==> config.mk <==
export PLATFORM = sky130hd
export DESIGN_NAME = seir_mul
export DESIGN_NICKNAME = d
export VERILOG_FILES = /design/src/sv/seir_pkg.sv /design/src/sv/seir_mul.sv
export SDC_FILE = /design/constraint.sdc
export NUM_CORES = 2
export LEC_CHECK = 0
export ABC_AREA = 1
export BUFFER_PORTS_ARGS = -buffer_cell sky130_fd_sc_hd__buf_2
export CORE_ASPECT_RATIO = 0.7
export CORE_MARGIN = 1.5
export CORE_UTILIZATION = 58
export CTS_BUF_LIST = sky130_fd_sc_hd__clkbuf_8
export CTS_CLUSTER_SIZE = 12
export DETAILED_ROUTE_END_ITERATION = 10
export GPL_ROUTABILITY_DRIVEN = 0
export PLACE_DENSITY = 0.78
export SLEW_MARGIN = 0
export SYNTH_ARGS = -nofsm -noshare
export SYNTH_HDL_FRONTEND = slang
export SYNTH_SLANG_ARGS = --single-unit
==> constraint.sdc <==
create_clock -name clk -period 13.24 [get_ports clk]
set_clock_uncertainty 0.15 [all_clocks]
set_input_delay 2.648 -clock clk [delete_from_list [all_inputs] [get_ports clk]]
set_output_delay 2.648 -clock clk [all_outputs]
set_load 0.1 [all_outputs]
==> src/sv/seir_pkg.sv <==
`timescale 1ns / 1ps
package seir_pkg;

  // fixed model constants, Q4.28 rates and Q24.16 populations
  localparam logic [63:0] MU_H    = 64'd10506;
  localparam logic [63:0] THETA_H = 64'd256501;
  localparam logic [63:0] MU_R    = 64'd490293;
  localparam logic [63:0] THETA_R = 64'd1197005;
  localparam logic [63:0] DELTA_R = 64'd8053064;
  localparam logic [63:0] ALPHA3  = 64'd38347922;
  localparam logic [63:0] K4      = MU_R + ALPHA3;
  localparam logic [63:0] K5      = MU_R + DELTA_R;
  localparam logic signed [63:0] ONE_Q16 = 64'sd65536;
  localparam logic signed [63:0] POP_MAX = 64'sd549755813887;
  localparam logic signed [63:0] POP_MIN = -64'sd549755813888;

  // divider: 40-bit magnitude shifted up by 28 fraction bits
  localparam int DIV_BITS = 68;

  localparam int NUM_CFG = 8;
  localparam logic [31:0] CFG_RESET [NUM_CFG] = '{
    32'd26844, 32'd2684355, 32'd33554432, 32'd26843546,
    32'd12782640, 32'd19173962, 32'd268435, 32'd0
  };

  // register indexes
  localparam logic [2:0] REG_BETA1 = 3'd0;
  localparam logic [2:0] REG_BETA3 = 3'd1;
  localparam logic [2:0] REG_A1    = 3'd2;
  localparam logic [2:0] REG_A2    = 3'd3;
  localparam logic [2:0] REG_NU    = 3'd4;
  localparam logic [2:0] REG_TAU   = 3'd5;
  localparam logic [2:0] REG_PHI   = 3'd6;
  localparam logic [2:0] REG_IMP   = 3'd7;

  localparam logic KIND_LOAD = 1'b0;
  localparam logic KIND_STEP = 1'b1;

  typedef struct packed {
    logic               kind;
    logic [31:0]        step_size;
    logic [31:0]        contact_rate_human;
    logic signed [39:0] susceptible_humans;
    logic signed [39:0] exposed_humans;
    logic signed [39:0] infectious_humans;
    logic signed [39:0] isolated_humans;
    logic signed [39:0] recovered_humans;
    logic signed [39:0] susceptible_rodents;
    logic signed [39:0] exposed_rodents;
    logic signed [39:0] infectious_rodents;
  } seir_in_t;

  typedef struct packed {
    logic signed [39:0] susceptible_humans_now;
    logic signed [39:0] exposed_humans_now;
    logic signed [39:0] infectious_humans_now;
    logic signed [39:0] isolated_humans_now;
    logic signed [39:0] recovered_humans_now;
    logic signed [39:0] susceptible_rodents_now;
    logic signed [39:0] exposed_rodents_now;
    logic signed [39:0] infectious_rodents_now;
    logic signed [39:0] active_infections;
    logic               saturated;
  } seir_out_t;

  typedef enum logic [2:0] {
    ST_IDLE, ST_EXEC, ST_WAIT_MUL, ST_WAIT_DIV, ST_OUT
  } state_t;

  typedef enum logic [3:0] {
    OP_LD, OP_ADD, OP_SUB, OP_MAC, OP_MSUB, OP_DIV, OP_ST, OP_STF, OP_SAT, OP_END
  } op_t;

  // operand and destination locations
  typedef enum logic [5:0] {
    L_ZERO,
    L_H0, L_H1, L_H2, L_H3, L_H4,
    L_R0, L_R1, L_R2,
    L_NH, L_NR, L_RATIO_R, L_RATIO_H, L_FOI_H, L_FOI_R, L_INF_H, L_INF_R,
    L_K1, L_K2, L_K3,
    L_D0, L_D1, L_D2, L_D3, L_D4, L_D5, L_D6, L_D7,
    L_STEP, L_BETA1, L_BETA2, L_BETA3,
    L_A1, L_A2, L_NU, L_TAU, L_PHI, L_IMP,
    L_MU_H, L_MU_R, L_ALPHA3, L_K4, L_K5, L_THETA_H, L_THETA_R
  } loc_t;

  typedef struct packed {
    op_t  op;
    loc_t a;
    loc_t b;
    loc_t d;
  } uop_t;

  localparam int PC_W = 7;

  function automatic uop_t mk(input op_t op, input loc_t a, input loc_t b, input loc_t d);
    uop_t u;
    u.op = op;
    u.a  = a;
    u.b  = b;
    u.d  = d;
    return u;
  endfunction

  // microprogram for one euler step
  function automatic uop_t seir_ucode(input logic [PC_W-1:0] pc);
    uop_t u;
    u = mk(OP_END, L_ZERO, L_ZERO, L_ZERO);
    case (pc)
      // combined rate coefficients
      7'd0:  u = mk(OP_LD,   L_A1,      L_ZERO,  L_ZERO);
      7'd1:  u = mk(OP_ADD,  L_A2,      L_ZERO,  L_ZERO);
      7'd2:  u = mk(OP_ADD,  L_MU_H,    L_ZERO,  L_ZERO);
      7'd3:  u = mk(OP_ST,   L_ZERO,    L_ZERO,  L_K1);
      7'd4:  u = mk(OP_LD,   L_NU,      L_ZERO,  L_ZERO);
      7'd5:  u = mk(OP_ADD,  L_MU_H,    L_ZERO,  L_ZERO);
      7'd6:  u = mk(OP_ST,   L_ZERO,    L_ZERO,  L_K2);
      7'd7:  u = mk(OP_LD,   L_PHI,     L_ZERO,  L_ZERO);
      7'd8:  u = mk(OP_ADD,  L_TAU,     L_ZERO,  L_ZERO);
      7'd9:  u = mk(OP_ADD,  L_MU_H,    L_ZERO,  L_ZERO);
      7'd10: u = mk(OP_ST,   L_ZERO,    L_ZERO,  L_K3);
      // totals, floored at one
      7'd11: u = mk(OP_LD,   L_H0,      L_ZERO,  L_ZERO);
      7'd12: u = mk(OP_ADD,  L_H1,      L_ZERO,  L_ZERO);
      7'd13: u = mk(OP_ADD,  L_H2,      L_ZERO,  L_ZERO);
      7'd14: u = mk(OP_ADD,  L_H3,      L_ZERO,  L_ZERO);
      7'd15: u = mk(OP_ADD,  L_H4,      L_ZERO,  L_ZERO);
      7'd16: u = mk(OP_STF,  L_ZERO,    L_ZERO,  L_NH);
      7'd17: u = mk(OP_LD,   L_R0,      L_ZERO,  L_ZERO);
      7'd18: u = mk(OP_ADD,  L_R1,      L_ZERO,  L_ZERO);
      7'd19: u = mk(OP_ADD,  L_R2,      L_ZERO,  L_ZERO);
      7'd20: u = mk(OP_STF,  L_ZERO,    L_ZERO,  L_NR);
      // infectious fractions
      7'd21: u = mk(OP_DIV,  L_R2,      L_NR,    L_RATIO_R);
      7'd22: u = mk(OP_DIV,  L_H2,      L_NH,    L_RATIO_H);
      // forces of infection
      7'd23: u = mk(OP_LD,   L_ZERO,    L_ZERO,  L_ZERO);
      7'd24: u = mk(OP_MAC,  L_RATIO_R, L_BETA1, L_ZERO);
      7'd25: u = mk(OP_MAC,  L_RATIO_H, L_BETA2, L_ZERO);
      7'd26: u = mk(OP_ST,   L_ZERO,    L_ZERO,  L_FOI_H);
      7'd27: u = mk(OP_LD,   L_ZERO,    L_ZERO,  L_ZERO);
      7'd28: u = mk(OP_MAC,  L_RATIO_R, L_BETA3, L_ZERO);
      7'd29: u = mk(OP_ST,   L_ZERO,    L_ZERO,  L_FOI_R);
      7'd30: u = mk(OP_LD,   L_ZERO,    L_ZERO,  L_ZERO);
      7'd31: u = mk(OP_MAC,  L_FOI_H,   L_H0,    L_ZERO);
      7'd32: u = mk(OP_ST,   L_ZERO,    L_ZERO,  L_INF_H);
      7'd33: u = mk(OP_LD,   L_ZERO,    L_ZERO,  L_ZERO);
      7'd34: u = mk(OP_MAC,  L_FOI_R,   L_R0,    L_ZERO);
      7'd35: u = mk(OP_ST,   L_ZERO,    L_ZERO,  L_INF_R);
      // human derivatives
      7'd36: u = mk(OP_LD,   L_THETA_H, L_ZERO,  L_ZERO);
      7'd37: u = mk(OP_SUB,  L_INF_H,   L_ZERO,  L_ZERO);
      7'd38: u = mk(OP_MSUB, L_H0,      L_MU_H,  L_ZERO);
      7'd39: u = mk(OP_MAC,  L_H3,      L_PHI,   L_ZERO);
      7'd40: u = mk(OP_ST,   L_ZERO,    L_ZERO,  L_D0);
      7'd41: u = mk(OP_LD,   L_INF_H,   L_ZERO,  L_ZERO);
      7'd42: u = mk(OP_MSUB, L_H1,      L_K1,    L_ZERO);
      7'd43: u = mk(OP_ADD,  L_IMP,     L_ZERO,  L_ZERO);
      7'd44: u = mk(OP_ST,   L_ZERO,    L_ZERO,  L_D1);
      7'd45: u = mk(OP_LD,   L_ZERO,    L_ZERO,  L_ZERO);
      7'd46: u = mk(OP_MAC,  L_H1,      L_A1,    L_ZERO);
      7'd47: u = mk(OP_MSUB, L_H2,      L_K2,    L_ZERO);
      7'd48: u = mk(OP_ST,   L_ZERO,    L_ZERO,  L_D2);
      7'd49: u = mk(OP_LD,   L_ZERO,    L_ZERO,  L_ZERO);
      7'd50: u = mk(OP_MAC,  L_H1,      L_A2,    L_ZERO);
      7'd51: u = mk(OP_MSUB, L_H3,      L_K3,    L_ZERO);
      7'd52: u = mk(OP_ST,   L_ZERO,    L_ZERO,  L_D3);
      7'd53: u = mk(OP_LD,   L_ZERO,    L_ZERO,  L_ZERO);
      7'd54: u = mk(OP_MAC,  L_H2,      L_NU,    L_ZERO);
      7'd55: u = mk(OP_MAC,  L_H3,      L_TAU,   L_ZERO);
      7'd56: u = mk(OP_MSUB, L_H4,      L_MU_H,  L_ZERO);
      7'd57: u = mk(OP_ST,   L_ZERO,    L_ZERO,  L_D4);
      // rodent derivatives
      7'd58: u = mk(OP_LD,   L_THETA_R, L_ZERO,  L_ZERO);
      7'd59: u = mk(OP_SUB,  L_INF_R,   L_ZERO,  L_ZERO);
      7'd60: u = mk(OP_MSUB, L_R0,      L_MU_R,  L_ZERO);
      7'd61: u = mk(OP_ST,   L_ZERO,    L_ZERO,  L_D5);
      7'd62: u = mk(OP_LD,   L_INF_R,   L_ZERO,  L_ZERO);
      7'd63: u = mk(OP_MSUB, L_R1,      L_K4,    L_ZERO);
      7'd64: u = mk(OP_ST,   L_ZERO,    L_ZERO,  L_D6);
      7'd65: u = mk(OP_LD,   L_ZERO,    L_ZERO,  L_ZERO);
      7'd66: u = mk(OP_MAC,  L_R1,      L_ALPHA3, L_ZERO);
      7'd67: u = mk(OP_MSUB, L_R2,      L_K5,    L_ZERO);
      7'd68: u = mk(OP_ST,   L_ZERO,    L_ZERO,  L_D7);
      // euler updates with saturation
      7'd69: u = mk(OP_LD,   L_H0,      L_ZERO,  L_ZERO);
      7'd70: u = mk(OP_MAC,  L_D0,      L_STEP,  L_ZERO);
      7'd71: u = mk(OP_SAT,  L_ZERO,    L_ZERO,  L_H0);
      7'd72: u = mk(OP_LD,   L_H1,      L_ZERO,  L_ZERO);
      7'd73: u = mk(OP_MAC,  L_D1,      L_STEP,  L_ZERO);
      7'd74: u = mk(OP_SAT,  L_ZERO,    L_ZERO,  L_H1);
      7'd75: u = mk(OP_LD,   L_H2,      L_ZERO,  L_ZERO);
      7'd76: u = mk(OP_MAC,  L_D2,      L_STEP,  L_ZERO);
      7'd77: u = mk(OP_SAT,  L_ZERO,    L_ZERO,  L_H2);
      7'd78: u = mk(OP_LD,   L_H3,      L_ZERO,  L_ZERO);
      7'd79: u = mk(OP_MAC,  L_D3,      L_STEP,  L_ZERO);
      7'd80: u = mk(OP_SAT,  L_ZERO,    L_ZERO,  L_H3);
      7'd81: u = mk(OP_LD,   L_H4,      L_ZERO,  L_ZERO);
      7'd82: u = mk(OP_MAC,  L_D4,      L_STEP,  L_ZERO);
      7'd83: u = mk(OP_SAT,  L_ZERO,    L_ZERO,  L_H4);
      7'd84: u = mk(OP_LD,   L_R0,      L_ZERO,  L_ZERO);
      7'd85: u = mk(OP_MAC,  L_D5,      L_STEP,  L_ZERO);
      7'd86: u = mk(OP_SAT,  L_ZERO,    L_ZERO,  L_R0);
      7'd87: u = mk(OP_LD,   L_R1,      L_ZERO,  L_ZERO);
      7'd88: u = mk(OP_MAC,  L_D6,      L_STEP,  L_ZERO);
      7'd89: u = mk(OP_SAT,  L_ZERO,    L_ZERO,  L_R1);
      7'd90: u = mk(OP_LD,   L_R2,      L_ZERO,  L_ZERO);
      7'd91: u = mk(OP_MAC,  L_D7,      L_STEP,  L_ZERO);
      7'd92: u = mk(OP_SAT,  L_ZERO,    L_ZERO,  L_R2);
      default: u = mk(OP_END, L_ZERO, L_ZERO, L_ZERO);
    endcase
    return u;
  endfunction

endpackage

==> src/sv/seir_mul.sv <==
`timescale 1ns / 1ps
module seir_mul
  import seir_pkg::*;
(
  input  logic               clk,
  input  logic               rst,
  input  logic               start,
  input  logic signed [63:0] a,
  input  logic signed [47:0] b,
  output logic               done,
  output logic signed [63:0] p
);

  logic [63:0]  ma;
  logic [47:0]  mb;
  logic         neg;
  logic [111:0] prod;
  logic [1:0]   cnt;
  logic         busy;
  logic         fin;
  logic [79:0]  part;
  logic [63:0]  mag;

  // one 64x16 partial product per cycle, high chunk first
  assign part = ma * mb[47:32];

  // (a*b) >> 28 on magnitudes, clamped to 2^58
  always_comb begin
    if (|prod[111:86]) begin
      mag = 64'h0400_0000_0000_0000;
    end else begin
      mag = {6'b0, prod[85:28]};
    end
  end

  always_ff @(posedge clk) begin
    if (rst) begin
      busy <= 1'b0;
      fin  <= 1'b0;
      done <= 1'b0;
      cnt  <= '0;
    end else begin
      done <= fin;
      fin  <= 1'b0;
      if (start) begin
        busy <= 1'b1;
        cnt  <= '0;
      end else if (busy) begin
        cnt <= cnt + 2'd1;
        if (cnt == 2'd2) begin
          busy <= 1'b0;
          fin  <= 1'b1;
        end
      end
    end
  end

  // operand and accumulator registers
  always_ff @(posedge clk) begin
    if (start) begin
      ma   <= a[63] ? 64'(-a) : 64'(a);
      mb   <= b[47] ? 48'(-b) : 48'(b);
      neg  <= a[63] ^ b[47];
      prod <= '0;
    end else if (busy) begin
      prod <= (prod << 16) + {32'b0, part};
      mb   <= mb << 16;
    end
    if (fin) begin
      p <= neg ? -$signed(mag) : $signed(mag);
    end
  end

endmodule

==> results by group <==
Timing
  – RSZ-0062 raised after global routing: false
  – Slew headroom: a little under a tenth
  – Fmax: between 0.1 and 0.15 GHz
  – Worst-margin pin slew: ~1.4 ns
  – Min Hold Slack: 0.306 ns
  – Final TNS setup: 0 ns
  – Final period utilization: 60.5%
  – Max-slew violations: 0
  – Final Hold Viols: 0
  – Final worst path period need: 8.01 ns
  – # setup viols final: 0

Finish
  – Layout area overhead: 4.84%
  – Nets@finish: around 8600
  – Share of layout cells above drive strength 1: 4.94%
  – Fill count: 8146

Routing
  – 1st-iter DRT viols: 7938
  – Highest metal used: met5
  – First drt pass iteration count: 11
  – WL met3: around 35000 um
  – DRC errors left: 4
  – DRT antenna net count: 0
  – Total wire length: about 180000 um
  – Wirelength per Cell: approximately 21 um
  – Via/cell ratio: 5.74
  – Routed metal-1 wirelength: roughly 68000 um
  – WL met2: 69600 um
  – Via count: approximately 50000

Floorplanning
  – Die span in y: 258 um
  – Core ar.: approximately 0.092 mm2
  – # rows: 93
  – Die area: ~0.095 mm2
  – Die X-Extent: between 300 and 400 um
  – # IOs: 180
  – Initial Util: 58.6%

Global routing
  – Initial antenna violation count: 7
  – Gr usage total: approximately two fifths
  – Total congestion overflow: 0
  – Largest net degree at the start of global routing: just over 80
  – First-pass GRT wire length: 281000 um
  – Vias in the first global route: about 50000

Clock tree
  – TritonCTS clock tree: done
  – Reg clk slew, reported paths: approximately 0.080 ns
  – Clock Latency Late Sink: 0.77 ns
  – CTS resizes: 0
  – Root buf cell: clkbuf_8
  – Clk buf depth: 3
  – Post-CTS Repair Setup Buffers: 0
  – Total CTS buffers: 51
  – Hold-fix buffers, CTS: 0
  – H-tree Lvls: 2
  – Clk sinks: just under 300

Worst setup path
  – Crit path launch type: flip-flop
  – Critical path class: flip-flop to flip-flop
  – CP arrival: about 8.5 ns
  – CP Max Fanout: 45
  – CP required: ~14 ns
  – CP endpoint kind: flip-flop

Synthesis
  – Compound-Gate Fraction of Synth Area: approximately 6.3%
  – Post-Synth Simple-Gate Area: between 20% and 30%
  – Syn avg cell area: about 7.3 um2
  – Largest family of logic cells by synthesized area: adder cells
  – Mux cell area share after synthesis: 0%
  – Commonest cells in the netlist: 2031 x inv_1, 1918 x nand2_1, 930 x fa_1
  – Cell type with the largest total area after synthesis: fa_1
  – Syn Std Cell Area: 0.0539 mm2
  – Cell variety after synth: 57
  – Gate Count Post-Synth: between 7000 and 8000
  – Ranking of synthesized cells by area: fa_1 35%, inv_1 14%, nand2_1 13%
  – Synth top area share: around a third
  – Post-Synth Adder-Cell Area: 38.5%
  – EDFF count, synth: about 180
  – Syn nets: ~8600
  – Most instantiated library cell after synthesis: inv_1
  – Post-Synth XOR/XNOR Area: 2.87%
  – Post-synth top flop: edfxtp_1
  – Synth warnings: 0
  – Register area share after synthesis: 14.2%
  – Async set-reset flop share out of synthesis: 0%
  – Flop and latch count out of synthesis: 294

Place
  – Port bufs: 179
  – Detail Placement HPWL: between 100000 and 150000 um

Run status
  – Outcome: complete, but fails checks
  – Failing checks: design-rule violations

Min path
  – Hold WC Path Type: flip-flop to flip-flop

Flow run
  – Max Cap Violations: 0
==> final timing paths <==
path               end  slack (ns)       from  cells after the start
max reg2reg   prod[95]        5.23     mb[40]                     25
min reg2reg  prod[100]        0.31  prod[100]                      2
max           prod[95]        5.23     mb[40]                     25
min          prod[100]        0.31  prod[100]                      2
==> cell families (layout without fill, tap and decap cells) <==
family / Yosys count / after routing
AOI/OAI and AO/OA: 619 / 619
buffers and inverters: 2354 / 2346
other: 0 / 4
DFF: 294 / 294
and+or+nand+nor: 2878 / 2878
xor gates and xnor gates: 176 / 176
adders and majority gates: 1102 / 1102
==> sequential cells by signal, indices dropped and copies added, names as in the netlist <==
| name | cells |
|---|---|
| busy | 1 |
| cnt | 2 |
| done | 1 |
| fin | 1 |
| ma | 64 |
| mb | 48 |
| neg | 1 |
| p | 64 |
| prod | 112 |
==> cell type report <==
type                            count  area [um2]  share of cell area (%)
Antenna cell                        4        10.0                  0.0177
Sequential cell                   294        7660                    13.5
Clock buffer                       52         716                    1.27
Multi-Input combinational cell   4775       37400                    66.1
Tap cell                         1235        1550                    2.73
Timing Repair Buffer              214        1160                    2.06
Clock inverter                     42         423                   0.748
Inverter                         2038        7650                    13.5
==> per-layer routing <==
layer  vias to the layer above  global-route usage (%)
met1                     23359                    54.5
met5                         -                    1.08
li1                      21518                       -
met3                       634                    17.9
met2                      4168                    52.1
met4                        16                    14.3
==> stage by stage <==
step           utilization (%)  cells  area, um2  worst slack, ns
2_1_floorplan                -   7423      53900             7.24
3_3_place_gp              60.2   8556      55400             5.79
3_5_place_dp              60.2   8556      55400             5.67
4_1_cts                   61.4   8650      56500             5.59
5_1_grt                   61.4   8652      56600             5.13
6_report                  61.4   8654      56600             5.23
==> critical path, stage by stage (launching register included) <==
cell and delay (ns):
edfxtp_1 0.86, buf_4 0.61, nand2_1 0.17, fa_1 0.53, inv_1 0.05, fa_1 0.49, fa_1 0.60, fa_1 0.50
fa_1 0.54, inv_1 0.06, fa_1 0.48, inv_1 0.04, ha_1 0.51, nand2_1 0.15, nor2_1 0.17, inv_1 0.07
nor2_1 0.28, inv_1 0.09, nor2_1 0.39, inv_1 0.08, nor2_1 0.42, o21bai_1 0.19, nand4_1 0.11, nand3_1 0.11
nand2_1 0.10, inv_1 0.04
==> layout by cell type, fill, tap and decap left out, types with 8 or more instances in the layout <==
cell type / Yosys / layout
nand4_1: 86 / 86
clkinv_1: 1 / 11
a21oi_1: 270 / 270
o21bai_1: 16 / 16
nand3_1: 191 / 191
or2_2: 9 / 9
fa_1: 930 / 930
nor2_1: 526 / 526
nor2_2: 17 / 17
buf_4: 0 / 35
o41ai_1: 22 / 22
nor4_1: 24 / 24
edfxtp_1: 177 / 177
o21ai_1: 26 / 26
xor2_1: 138 / 138
xnor2_1: 37 / 37
ha_1: 172 / 172
nand3b_1: 11 / 11
a31oi_1: 24 / 24
clkbuf_8: 0 / 52
o22ai_1: 9 / 9
bufinv_16: 0 / 8
inv_1: 2031 / 2039
dfxtp_1: 117 / 115
buf_2: 7 / 178
nand2_2: 13 / 13
clkinv_2: 0 / 8
nand2_1: 1918 / 1918
o21ai_0: 223 / 223
nor3_1: 54 / 54
Power is not shown: default switching activity piles up to over one toggle a cycle in this logic, so the estimate is an artifact.
