<file path="src/sv/seir_pkg.sv">
`timescale 1ns / 1ps
package seir_pkg;

  // fixed model constants, Q4.28 rates and Q24.16 populations
  localparam logic [63:0] MU_H    = 64'd10506;
  localparam logic [63:0] THETA_H = 64'd256501;
  localparam logic [63:0] MU_R    = 64'd490293;
  localparam logic [63:0] THETA_R = 64'd1197005;
  localparam logic [63:0] DELTA_R = 64'd8053064;
  localparam logic [63:0] ALPHA3  = 64'd38347922;
  localparam logic [63:0] K4      = MU_R + ALPHA3;
  localparam logic [63:0] K5      = MU_R + DELTA_R;
  localparam logic signed [63:0] ONE_Q16 = 64'sd65536;
  localparam logic signed [63:0] POP_MAX = 64'sd549755813887;
  localparam logic signed [63:0] POP_MIN = -64'sd549755813888;

  // divider: 40-bit magnitude shifted up by 28 fraction bits
  localparam int DIV_BITS = 68;

  localparam int NUM_CFG = 8;
  localparam logic [31:0] CFG_RESET [NUM_CFG] = '{
    32'd26844, 32'd2684355, 32'd33554432, 32'd26843546,
    32'd12782640, 32'd19173962, 32'd268435, 32'd0
  };

  // register indexes
  localparam logic [2:0] REG_BETA1 = 3'd0;
  localparam logic [2:0] REG_BETA3 = 3'd1;
  localparam logic [2:0] REG_A1    = 3'd2;
  localparam logic [2:0] REG_A2    = 3'd3;
  localparam logic [2:0] REG_NU    = 3'd4;
  localparam logic [2:0] REG_TAU   = 3'd5;
  localparam logic [2:0] REG_PHI   = 3'd6;
  localparam logic [2:0] REG_IMP   = 3'd7;

  localparam logic KIND_LOAD = 1'b0;
  localparam logic KIND_STEP = 1'b1;

  typedef struct packed {
    logic               kind;
    logic [31:0]        step_size;
    logic [31:0]        contact_rate_human;
    logic signed [39:0] susceptible_humans;
    logic signed [39:0] exposed_humans;
    logic signed [39:0] infectious_humans;
    logic signed [39:0] isolated_humans;
    logic signed [39:0] recovered_humans;
    logic signed [39:0] susceptible_rodents;
    logic signed [39:0] exposed_rodents;
    logic signed [39:0] infectious_rodents;
  } seir_in_t;

  typedef struct packed {
    logic signed [39:0] susceptible_humans_now;
    logic signed [39:0] exposed_humans_now;
    logic signed [39:0] infectious_humans_now;
    logic signed [39:0] isolated_humans_now;
    logic signed [39:0] recovered_humans_now;
    logic signed [39:0] susceptible_rodents_now;
    logic signed [39:0] exposed_rodents_now;
    logic signed [39:0] infectious_rodents_now;
    logic signed [39:0] active_infections;
    logic               saturated;
  } seir_out_t;

  typedef enum logic [2:0] {
    ST_IDLE, ST_EXEC, ST_WAIT_MUL, ST_WAIT_DIV, ST_OUT
  } state_t;

  typedef enum logic [3:0] {
    OP_LD, OP_ADD, OP_SUB, OP_MAC, OP_MSUB, OP_DIV, OP_ST, OP_STF, OP_SAT, OP_END
  } op_t;

  // operand and destination locations
  typedef enum logic [5:0] {
    L_ZERO,
    L_H0, L_H1, L_H2, L_H3, L_H4,
    L_R0, L_R1, L_R2,
    L_NH, L_NR, L_RATIO_R, L_RATIO_H, L_FOI_H, L_FOI_R, L_INF_H, L_INF_R,
    L_K1, L_K2, L_K3,
    L_D0, L_D1, L_D2, L_D3, L_D4, L_D5, L_D6, L_D7,
    L_STEP, L_BETA1, L_BETA2, L_BETA3,
    L_A1, L_A2, L_NU, L_TAU, L_PHI, L_IMP,
    L_MU_H, L_MU_R, L_ALPHA3, L_K4, L_K5, L_THETA_H, L_THETA_R
  } loc_t;

  typedef struct packed {
    op_t  op;
    loc_t a;
    loc_t b;
    loc_t d;
  } uop_t;

  localparam int PC_W = 7;

  function automatic uop_t mk(input op_t op, input loc_t a, input loc_t b, input loc_t d);
    uop_t u;
    u.op = op;
    u.a  = a;
    u.b  = b;
    u.d  = d;
    return u;
  endfunction

  // microprogram for one euler step
  function automatic uop_t seir_ucode(input logic [PC_W-1:0] pc);
    uop_t u;
    u = mk(OP_END, L_ZERO, L_ZERO, L_ZERO);
    case (pc)
      // combined rate coefficients
      7'd0:  u = mk(OP_LD,   L_A1,      L_ZERO,  L_ZERO);
      7'd1:  u = mk(OP_ADD,  L_A2,      L_ZERO,  L_ZERO);
      7'd2:  u = mk(OP_ADD,  L_MU_H,    L_ZERO,  L_ZERO);
      7'd3:  u = mk(OP_ST,   L_ZERO,    L_ZERO,  L_K1);
      7'd4:  u = mk(OP_LD,   L_NU,      L_ZERO,  L_ZERO);
      7'd5:  u = mk(OP_ADD,  L_MU_H,    L_ZERO,  L_ZERO);
      7'd6:  u = mk(OP_ST,   L_ZERO,    L_ZERO,  L_K2);
      7'd7:  u = mk(OP_LD,   L_PHI,     L_ZERO,  L_ZERO);
      7'd8:  u = mk(OP_ADD,  L_TAU,     L_ZERO,  L_ZERO);
      7'd9:  u = mk(OP_ADD,  L_MU_H,    L_ZERO,  L_ZERO);
      7'd10: u = mk(OP_ST,   L_ZERO,    L_ZERO,  L_K3);
      // totals, floored at one
      7'd11: u = mk(OP_LD,   L_H0,      L_ZERO,  L_ZERO);
      7'd12: u = mk(OP_ADD,  L_H1,      L_ZERO,  L_ZERO);
      7'd13: u = mk(OP_ADD,  L_H2,      L_ZERO,  L_ZERO);
      7'd14: u = mk(OP_ADD,  L_H3,      L_ZERO,  L_ZERO);
      7'd15: u = mk(OP_ADD,  L_H4,      L_ZERO,  L_ZERO);
      7'd16: u = mk(OP_STF,  L_ZERO,    L_ZERO,  L_NH);
      7'd17: u = mk(OP_LD,   L_R0,      L_ZERO,  L_ZERO);
      7'd18: u = mk(OP_ADD,  L_R1,      L_ZERO,  L_ZERO);
      7'd19: u = mk(OP_ADD,  L_R2,      L_ZERO,  L_ZERO);
      7'd20: u = mk(OP_STF,  L_ZERO,    L_ZERO,  L_NR);
      // infectious fractions
      7'd21: u = mk(OP_DIV,  L_R2,      L_NR,    L_RATIO_R);
      7'd22: u = mk(OP_DIV,  L_H2,      L_NH,    L_RATIO_H);
      // forces of infection
      7'd23: u = mk(OP_LD,   L_ZERO,    L_ZERO,  L_ZERO);
      7'd24: u = mk(OP_MAC,  L_RATIO_R, L_BETA1, L_ZERO);
      7'd25: u = mk(OP_MAC,  L_RATIO_H, L_BETA2, L_ZERO);
      7'd26: u = mk(OP_ST,   L_ZERO,    L_ZERO,  L_FOI_H);
      7'd27: u = mk(OP_LD,   L_ZERO,    L_ZERO,  L_ZERO);
      7'd28: u = mk(OP_MAC,  L_RATIO_R, L_BETA3, L_ZERO);
      7'd29: u = mk(OP_ST,   L_ZERO,    L_ZERO,  L_FOI_R);
      7'd30: u = mk(OP_LD,   L_ZERO,    L_ZERO,  L_ZERO);
      7'd31: u = mk(OP_MAC,  L_FOI_H,   L_H0,    L_ZERO);
      7'd32: u = mk(OP_ST,   L_ZERO,    L_ZERO,  L_INF_H);
      7'd33: u = mk(OP_LD,   L_ZERO,    L_ZERO,  L_ZERO);
      7'd34: u = mk(OP_MAC,  L_FOI_R,   L_R0,    L_ZERO);
      7'd35: u = mk(OP_ST,   L_ZERO,    L_ZERO,  L_INF_R);
      // human derivatives
      7'd36: u = mk(OP_LD,   L_THETA_H, L_ZERO,  L_ZERO);
      7'd37: u = mk(OP_SUB,  L_INF_H,   L_ZERO,  L_ZERO);
      7'd38: u = mk(OP_MSUB, L_H0,      L_MU_H,  L_ZERO);
      7'd39: u = mk(OP_MAC,  L_H3,      L_PHI,   L_ZERO);
      7'd40: u = mk(OP_ST,   L_ZERO,    L_ZERO,  L_D0);
      7'd41: u = mk(OP_LD,   L_INF_H,   L_ZERO,  L_ZERO);
      7'd42: u = mk(OP_MSUB, L_H1,      L_K1,    L_ZERO);
      7'd43: u = mk(OP_ADD,  L_IMP,     L_ZERO,  L_ZERO);
      7'd44: u = mk(OP_ST,   L_ZERO,    L_ZERO,  L_D1);
      7'd45: u = mk(OP_LD,   L_ZERO,    L_ZERO,  L_ZERO);
      7'd46: u = mk(OP_MAC,  L_H1,      L_A1,    L_ZERO);
      7'd47: u = mk(OP_MSUB, L_H2,      L_K2,    L_ZERO);
      7'd48: u = mk(OP_ST,   L_ZERO,    L_ZERO,  L_D2);
      7'd49: u = mk(OP_LD,   L_ZERO,    L_ZERO,  L_ZERO);
      7'd50: u = mk(OP_MAC,  L_H1,      L_A2,    L_ZERO);
      7'd51: u = mk(OP_MSUB, L_H3,      L_K3,    L_ZERO);
      7'd52: u = mk(OP_ST,   L_ZERO,    L_ZERO,  L_D3);
      7'd53: u = mk(OP_LD,   L_ZERO,    L_ZERO,  L_ZERO);
      7'd54: u = mk(OP_MAC,  L_H2,      L_NU,    L_ZERO);
      7'd55: u = mk(OP_MAC,  L_H3,      L_TAU,   L_ZERO);
      7'd56: u = mk(OP_MSUB, L_H4,      L_MU_H,  L_ZERO);
      7'd57: u = mk(OP_ST,   L_ZERO,    L_ZERO,  L_D4);
      // rodent derivatives
      7'd58: u = mk(OP_LD,   L_THETA_R, L_ZERO,  L_ZERO);
      7'd59: u = mk(OP_SUB,  L_INF_R,   L_ZERO,  L_ZERO);
      7'd60: u = mk(OP_MSUB, L_R0,      L_MU_R,  L_ZERO);
      7'd61: u = mk(OP_ST,   L_ZERO,    L_ZERO,  L_D5);
      7'd62: u = mk(OP_LD,   L_INF_R,   L_ZERO,  L_ZERO);
      7'd63: u = mk(OP_MSUB, L_R1,      L_K4,    L_ZERO);
      7'd64: u = mk(OP_ST,   L_ZERO,    L_ZERO,  L_D6);
      7'd65: u = mk(OP_LD,   L_ZERO,    L_ZERO,  L_ZERO);
      7'd66: u = mk(OP_MAC,  L_R1,      L_ALPHA3, L_ZERO);
      7'd67: u = mk(OP_MSUB, L_R2,      L_K5,    L_ZERO);
      7'd68: u = mk(OP_ST,   L_ZERO,    L_ZERO,  L_D7);
      // euler updates with saturation
      7'd69: u = mk(OP_LD,   L_H0,      L_ZERO,  L_ZERO);
      7'd70: u = mk(OP_MAC,  L_D0,      L_STEP,  L_ZERO);
      7'd71: u = mk(OP_SAT,  L_ZERO,    L_ZERO,  L_H0);
      7'd72: u = mk(OP_LD,   L_H1,      L_ZERO,  L_ZERO);
      7'd73: u = mk(OP_MAC,  L_D1,      L_STEP,  L_ZERO);
      7'd74: u = mk(OP_SAT,  L_ZERO,    L_ZERO,  L_H1);
      7'd75: u = mk(OP_LD,   L_H2,      L_ZERO,  L_ZERO);
      7'd76: u = mk(OP_MAC,  L_D2,      L_STEP,  L_ZERO);
      7'd77: u = mk(OP_SAT,  L_ZERO,    L_ZERO,  L_H2);
      7'd78: u = mk(OP_LD,   L_H3,      L_ZERO,  L_ZERO);
      7'd79: u = mk(OP_MAC,  L_D3,      L_STEP,  L_ZERO);
      7'd80: u = mk(OP_SAT,  L_ZERO,    L_ZERO,  L_H3);
      7'd81: u = mk(OP_LD,   L_H4,      L_ZERO,  L_ZERO);
      7'd82: u = mk(OP_MAC,  L_D4,      L_STEP,  L_ZERO);
      7'd83: u = mk(OP_SAT,  L_ZERO,    L_ZERO,  L_H4);
      7'd84: u = mk(OP_LD,   L_R0,      L_ZERO,  L_ZERO);
      7'd85: u = mk(OP_MAC,  L_D5,      L_STEP,  L_ZERO);
      7'd86: u = mk(OP_SAT,  L_ZERO,    L_ZERO,  L_R0);
      7'd87: u = mk(OP_LD,   L_R1,      L_ZERO,  L_ZERO);
      7'd88: u = mk(OP_MAC,  L_D6,      L_STEP,  L_ZERO);
      7'd89: u = mk(OP_SAT,  L_ZERO,    L_ZERO,  L_R1);
      7'd90: u = mk(OP_LD,   L_R2,      L_ZERO,  L_ZERO);
      7'd91: u = mk(OP_MAC,  L_D7,      L_STEP,  L_ZERO);
      7'd92: u = mk(OP_SAT,  L_ZERO,    L_ZERO,  L_R2);
      default: u = mk(OP_END, L_ZERO, L_ZERO, L_ZERO);
    endcase
    return u;
  endfunction

endpackage

</file>
<file path="src/sv/seir_div.sv">
`timescale 1ns / 1ps
module seir_div
  import seir_pkg::*;
(
  input  logic               clk,
  input  logic               rst,
  input  logic               start,
  input  logic signed [63:0] num,
  input  logic signed [63:0] den,
  output logic               done,
  output logic signed [63:0] q
);

  logic [DIV_BITS-1:0] dvd;
  logic [DIV_BITS-1:0] quo;
  logic [43:0]         rem;
  logic [43:0]         dv;
  logic [6:0]          cnt;
  logic                busy;
  logic                fin;
  logic                neg;
  logic [63:0]         nmag;
  logic [44:0]         trial;
  logic                fits;
  logic [63:0]         mag;

  assign nmag  = num[63] ? 64'(-num) : 64'(num);
  assign trial = {rem, dvd[DIV_BITS-1]};
  assign fits  = trial >= {1'b0, dv};

  // quotient clamped to 2^58
  always_comb begin
    if (|quo[DIV_BITS-1:58]) begin
      mag = 64'h0400_0000_0000_0000;
    end else begin
      mag = {6'b0, quo[57:0]};
    end
  end

  always_ff @(posedge clk) begin
    if (rst) begin
      busy <= 1'b0;
      fin  <= 1'b0;
      done <= 1'b0;
      cnt  <= '0;
    end else begin
      done <= fin;
      fin  <= 1'b0;
      if (start) begin
        busy <= 1'b1;
        cnt  <= '0;
      end else if (busy) begin
        cnt <= cnt + 7'd1;
        if (cnt == 7'(DIV_BITS - 1)) begin
          busy <= 1'b0;
          fin  <= 1'b1;
        end
      end
    end
  end

  // restoring division, one quotient bit per cycle
  always_ff @(posedge clk) begin
    if (start) begin
      dvd <= {nmag[39:0], 28'b0};
      quo <= '0;
      rem <= '0;
      dv  <= den[43:0];
      neg <= num[63];
    end else if (busy) begin
      dvd <= dvd << 1;
      quo <= {quo[DIV_BITS-2:0], fits};
      rem <= fits ? 44'(trial - {1'b0, dv}) : trial[43:0];
    end
    if (fin) begin
      q <= neg ? -$signed(mag) : $signed(mag);
    end
  end

endmodule

</file>
<file path="config.mk">
export PLATFORM = sky130hd
export DESIGN_NAME = seir_div
export DESIGN_NICKNAME = d
export VERILOG_FILES = /design/src/sv/seir_pkg.sv /design/src/sv/seir_div.sv
export SDC_FILE = /design/constraint.sdc
export NUM_CORES = 1
export LEC_CHECK = 0
export ABC_CLOCK_PERIOD_IN_PS = 3650
export BUFFER_PORTS_ARGS = -buffer_cell sky130_fd_sc_hd__buf_2
export CORE_MARGIN = 5
export CORE_UTILIZATION = 40
export DETAILED_ROUTE_END_ITERATION = 10
export PLACE_DENSITY = 0.57
export SLEW_MARGIN = 20
export SYNTH_ARGS = -nofsm -noshare
export SYNTH_HDL_FRONTEND = slang
export SYNTH_SLANG_ARGS = --single-unit
</file>
<file path="constraint.sdc">
create_clock -name clk -period 3.65 [get_ports clk]
set_input_delay 0.5475 -clock clk [delete_from_list [all_inputs] [get_ports clk]]
set_output_delay 0.5475 -clock clk [all_outputs]
set_load 0.005 [all_outputs]
</file>
==> flow_results.org <==
** Status
- Status :: complete, no violations

** Final layout
- Final-stage net count :: 1,887
- Compared with the post-synthesis result, the final layout area differs by 16.2%.
- The count of cells in the finished layout, fillers not included, comes to 2,245.
- Of the cells placed in the final design, the portion with a size suffix greater than 1 is 16.3%.

** Routing
- In this run the remaining antenna-violating nets after routing total 0.
- In the routed layout, each cell is associated on average with a via count of 5.36.
- Remaining DRCs :: 0
- The final layout contains routed wiring with a total length of 36.3 mm.
- After the first detailed-routing iteration, the DRC count stood at 737.
- The pre-antenna-repair detailed-routing pass consisted of 5 iterations.
- Mean routed wirelength per cell :: 16.2 µm
- Total number of vias :: 12,000

** Hold path
- Worst Hold Path Cells :: 1
- The tightest min-delay check is of the in -> reg type.
- The startpoint identified for the worst hold timing path is den[40].
- Min-Delay Endpoint :: dv[40]

** Worst setup path
- The worst setup path is captured at a register.
- The largest single stage delay on the critical path is 0.48 ns.
- Data arrival at the endpoint of the critical path :: 3.95 ns
- Worst reg-to-reg setup slack :: 0.21 ns
- Critical Path Fanout Max :: 4
- Sum of buffers and inverters on the critical path :: 2
- Critical Path Source Type :: register
- On the critical path the largest part of the delay comes from compound AO/OA/AOI/OAI gates.
- At the worst endpoint, the required time is 4.15 ns.
- CP max stage cell :: sky130_fd_sc_hd__o41a_1
- The number of cells on the worst reg-to-reg path is 13.
- The worst register-to-register path ends at rem[34].
- Launching point of the worst reg2reg path :: dvd[67]
- The critical path goes through inv_1 > ha_1 > fa_1 > nor2b_1 > o31a_1 > o311a_1 > a211oi_1 > o41a_1 > o311ai_1 > buf_4 > mux2i_1 > a311o_1 > a21oi_1.
- The worst setup path is of the reg -> reg kind.

** Placed design
- The HPWL after detailed placement is 26.0 mm.
- The congestion estimate from routability-driven global placement came to 0.878.
- Count of buffers from port buffering :: 152
- Number of instances in the placed design :: 2,186

** Synthesis
- Average size of a mapped cell :: 9.51 µm²
- Counting flops and latches in the post-synthesis netlist gives 271.
- Most area-consuming cells after synthesis :: sky130_fd_sc_hd__edfxtp_1 30%, sky130_fd_sc_hd__dfxtp_1 16%, sky130_fd_sc_hd__nor2_1 5.4%, sky130_fd_sc_hd__mux2i_1 5.1%, sky130_fd_sc_hd__a21oi_1 4.3%
- Summed over all instances, the cell type with the most area after synthesis is sky130_fd_sc_hd__edfxtp_1.
- During synthesis, Yosys emitted a total of 0 warnings.
- The synthesized netlist occupies a cell area of 15,000 µm².
- Synth Flop Type :: sky130_fd_sc_hd__edfxtp_1
- Number of distinct standard cells referenced by the synthesized netlist :: 70
- Area fraction of the dominant cell type after synthesis :: 29.7%
- Most common library cells after synthesis :: 218 x sky130_fd_sc_hd__nor2_1, 149 x sky130_fd_sc_hd__edfxtp_1, 130 x sky130_fd_sc_hd__a21oi_1
- Synthesized instance count :: 1,582
- Number of synthesized flops with an enable pin :: 149
- The share of the Yosys chip area taken by registers is 46.0%.
- sky130_fd_sc_hd__nor2_1 is the most common cell in the netlist.
- Post-synth ARST share :: 0%
- Synthesis produced a netlist with a net count of 1,761.

** Timing
- Derived from the worst setup path, the maximum achievable clock frequency is 290 MHz.
- The final hold violation count came to 0.
- The clock period could shrink to 3.44 ns.
- Final worst-path cycle share :: 94.4%
- Total Neg Setup Slack :: 0 ns
- Tightest Pin Transition :: 0.688 ns
- Clock skew :: 0.0224 ns
- In this run the tightest slew margin relative to its limit is 54.1%.
- Setup repair after global routing left no endpoint under its margin.
- Setup violations remaining at the end of the flow were counted as 0.
- Slew Viols, Final :: 0

** Power and ir drop
- Net switching is 27.1% of the power.
- Leakage power summed over all cells :: 7.14 nW
- Worst-case vdd ir drop :: 0.000342 V
- Per report_power, the clock group accounts for 39.6% of the total.
- For this design the ratio of total power to cell area is 457 nW/µm².
- Switching power total :: 2.16 mW
- The internal portion of the total power is 5.82 mW.
- Part of the power in combinational logic :: 17.1%
- Sequential cells burn 43.3% of the power.

** Clocking
- For this design, the sink count on the clock tree is 271.
- Number of clock buffers inserted by TritonCTS :: 31
- Largest buffer count on any clock path :: 3
- Number of buffers added for setup after CTS :: 0
- In this run the number of H-tree levels came out at 1.
- CTS Hold Bufs :: 0
- CTS tree :: done
- Clock latency reported for the late side of the worst-skew pair :: 0.59 ns
- Clock transition time at the flip-flop clock pins of the worst setup and hold paths :: 0.06 ns
- CTS placed an instance of sky130_fd_sc_hd__clkbuf_16 at the clock tree root.

** Floorplanning
- Once the floorplan was initialized, standard cells occupied 40.2% of the core.
- Site row count :: 71
- Height of the chip :: 204 µm
- Full die area :: 41,600 µm²
- Area of the placeable core :: 37,400 µm²
- Die X-Extent :: 204 µm
- Pin placement for this block handled 196 I/O pins.

** Global route
- For this run the aggregate overflow at the end of global routing stands at 0.
- Total global-route track usage :: 17.1%
- Initial antenna violation count :: 2
- Maximum number of pins on one net before global-route repair :: 115
- The first global-routing pass estimated 59.8 mm of wire.
- The number of global-route vias before repair is 11,500.

** Run
- Across the run, the number of max-cap violations was 0.
how the worst max path moves through the flow:
stage	startpoint	end	slack, ns	depth (start not counted)
floorplan	num[8]	dvd[66]	0.21	9
global route	dvd[67]	rem[34]	0.02	13
global placement	num[8]	dvd[66]	0.02	10
detailed placement	num[8]	dvd[66]	0.003	10
finish	dvd[67]	rem[34]	0.21	13
CTS	dvd[67]	rem[34]	0.16	13
cell type report:
type / instances / area (µm²)
Fill cell: 3624 / 19900
Multi-Input combinational cell: 1153 / 7540
Sequential cell: 271 / 6920
Timing Repair Buffer: 189 / 1090
Clock buffer: 40 / 830
Tap cell: 511 / 639
Inverter: 62 / 233
Clock inverter: 18 / 206
Antenna cell: 1 / 2.50
state kept, by name, summed over array words and instances (netlist names):
register and flops:
neg 1, done 1, dvd 40, busy 1
fin 1, rem 44, q 64, dv 44
quo 68, cnt 7
power by group through the flow:
stage | Sequential (mW) | Combinational, mW | Clock (mW)
2_1_floorplan | 3.49 | 0.999 | 0
3_3_place_gp | 3.52 | 1.35 | 0
3_5_place_dp | 3.52 | 1.36 | 0
4_1_cts | 3.46 | 1.36 | 3.26
5_1_grt | 3.47 | 1.53 | 3.40
6_report | 3.46 | 1.36 | 3.16
stage by stage:
step / power, mW / util, % / area, µm² / setup WS (ns) / hold slack, ns
floorplan: 4.49 / - / 15000 / 0.214 / 0.440
global placement: 4.87 / 43.9 / 16400 / 0.0196 / 0.466
detailed placement: 4.88 / 43.9 / 16400 / 0.00320 / 0.470
CTS: 8.08 / 46.7 / 17500 / 0.158 / 0.0913
global route: 8.40 / 46.7 / 17500 / 0.0202 / 0.103
finish: 7.98 / 46.7 / 17500 / 0.205 / 0.130
cells by family (layout without fill, tap and decap cells):
family / after synthesis / count (layout) / share of synthesized area, %
AOI/OAI and AO/OA: 392 / 392 / 16.9
xor gates and xnor gates: 108 / 108 / 6.29
adders and majority gates: 48 / 48 / 4.04
buffers and inverters: 158 / 309 / 3.96
DFF: 271 / 271 / 46.0
muxes: 101 / 101 / 6.95
other: 0 / 1 / 0
and+or+nand+nor: 504 / 504 / 15.9
metal layers:
layer	GRT usage, %	vias up	share of wire [%]
met3	3.00	58	5.4
met1	25.0	5660	49
li1	-	6027	-
met5	0	-	0.033
met2	26.5	286	44
met4	4.14	2	1.9
cell usage in the layout (no fill, tap or decap), types with 16 or more instances in the layout:
cell and n:
sky130_fd_sc_hd__or3_1 19, sky130_fd_sc_hd__inv_1 61, sky130_fd_sc_hd__o21ai_0 72, sky130_fd_sc_hd__xnor2_1 39, sky130_fd_sc_hd__or4_1 16, sky130_fd_sc_hd__a21oi_1 130
sky130_fd_sc_hd__nand3_1 24, sky130_fd_sc_hd__nor3_1 21, sky130_fd_sc_hd__o31ai_1 17, sky130_fd_sc_hd__buf_2 151, sky130_fd_sc_hd__a21o_1 22, sky130_fd_sc_hd__a211oi_1 39
sky130_fd_sc_hd__dfxtp_1 120, sky130_fd_sc_hd__xor2_1 69, sky130_fd_sc_hd__edfxtp_1 149, sky130_fd_sc_hd__nand4_1 31, sky130_fd_sc_hd__mux2_2 23, sky130_fd_sc_hd__mux2i_1 77
sky130_fd_sc_hd__nor2_1 218, sky130_fd_sc_hd__clkbuf_16 31, sky130_fd_sc_hd__buf_4 33, sky130_fd_sc_hd__ha_1 47, sky130_fd_sc_hd__nand2_1 99
worst reg2reg max path, delay by kind of cell (launching register included):
kind                       cells  cell delay [ns]
adders and majority gates      2             0.61
AOI/OAI and AO/OA              7             1.90
buffers and inverters          2             0.26
and+or+nand+nor                1             0.21
muxes                          1             0.07
DFF                            1             0.34
timing repair:
item,CTS,global route
gates resized for setup,0,2
endpoints found under the hold margin,0,0
endpoints found under the setup margin,0,12
No activity file was read; power rests on OpenSTA's default activity.
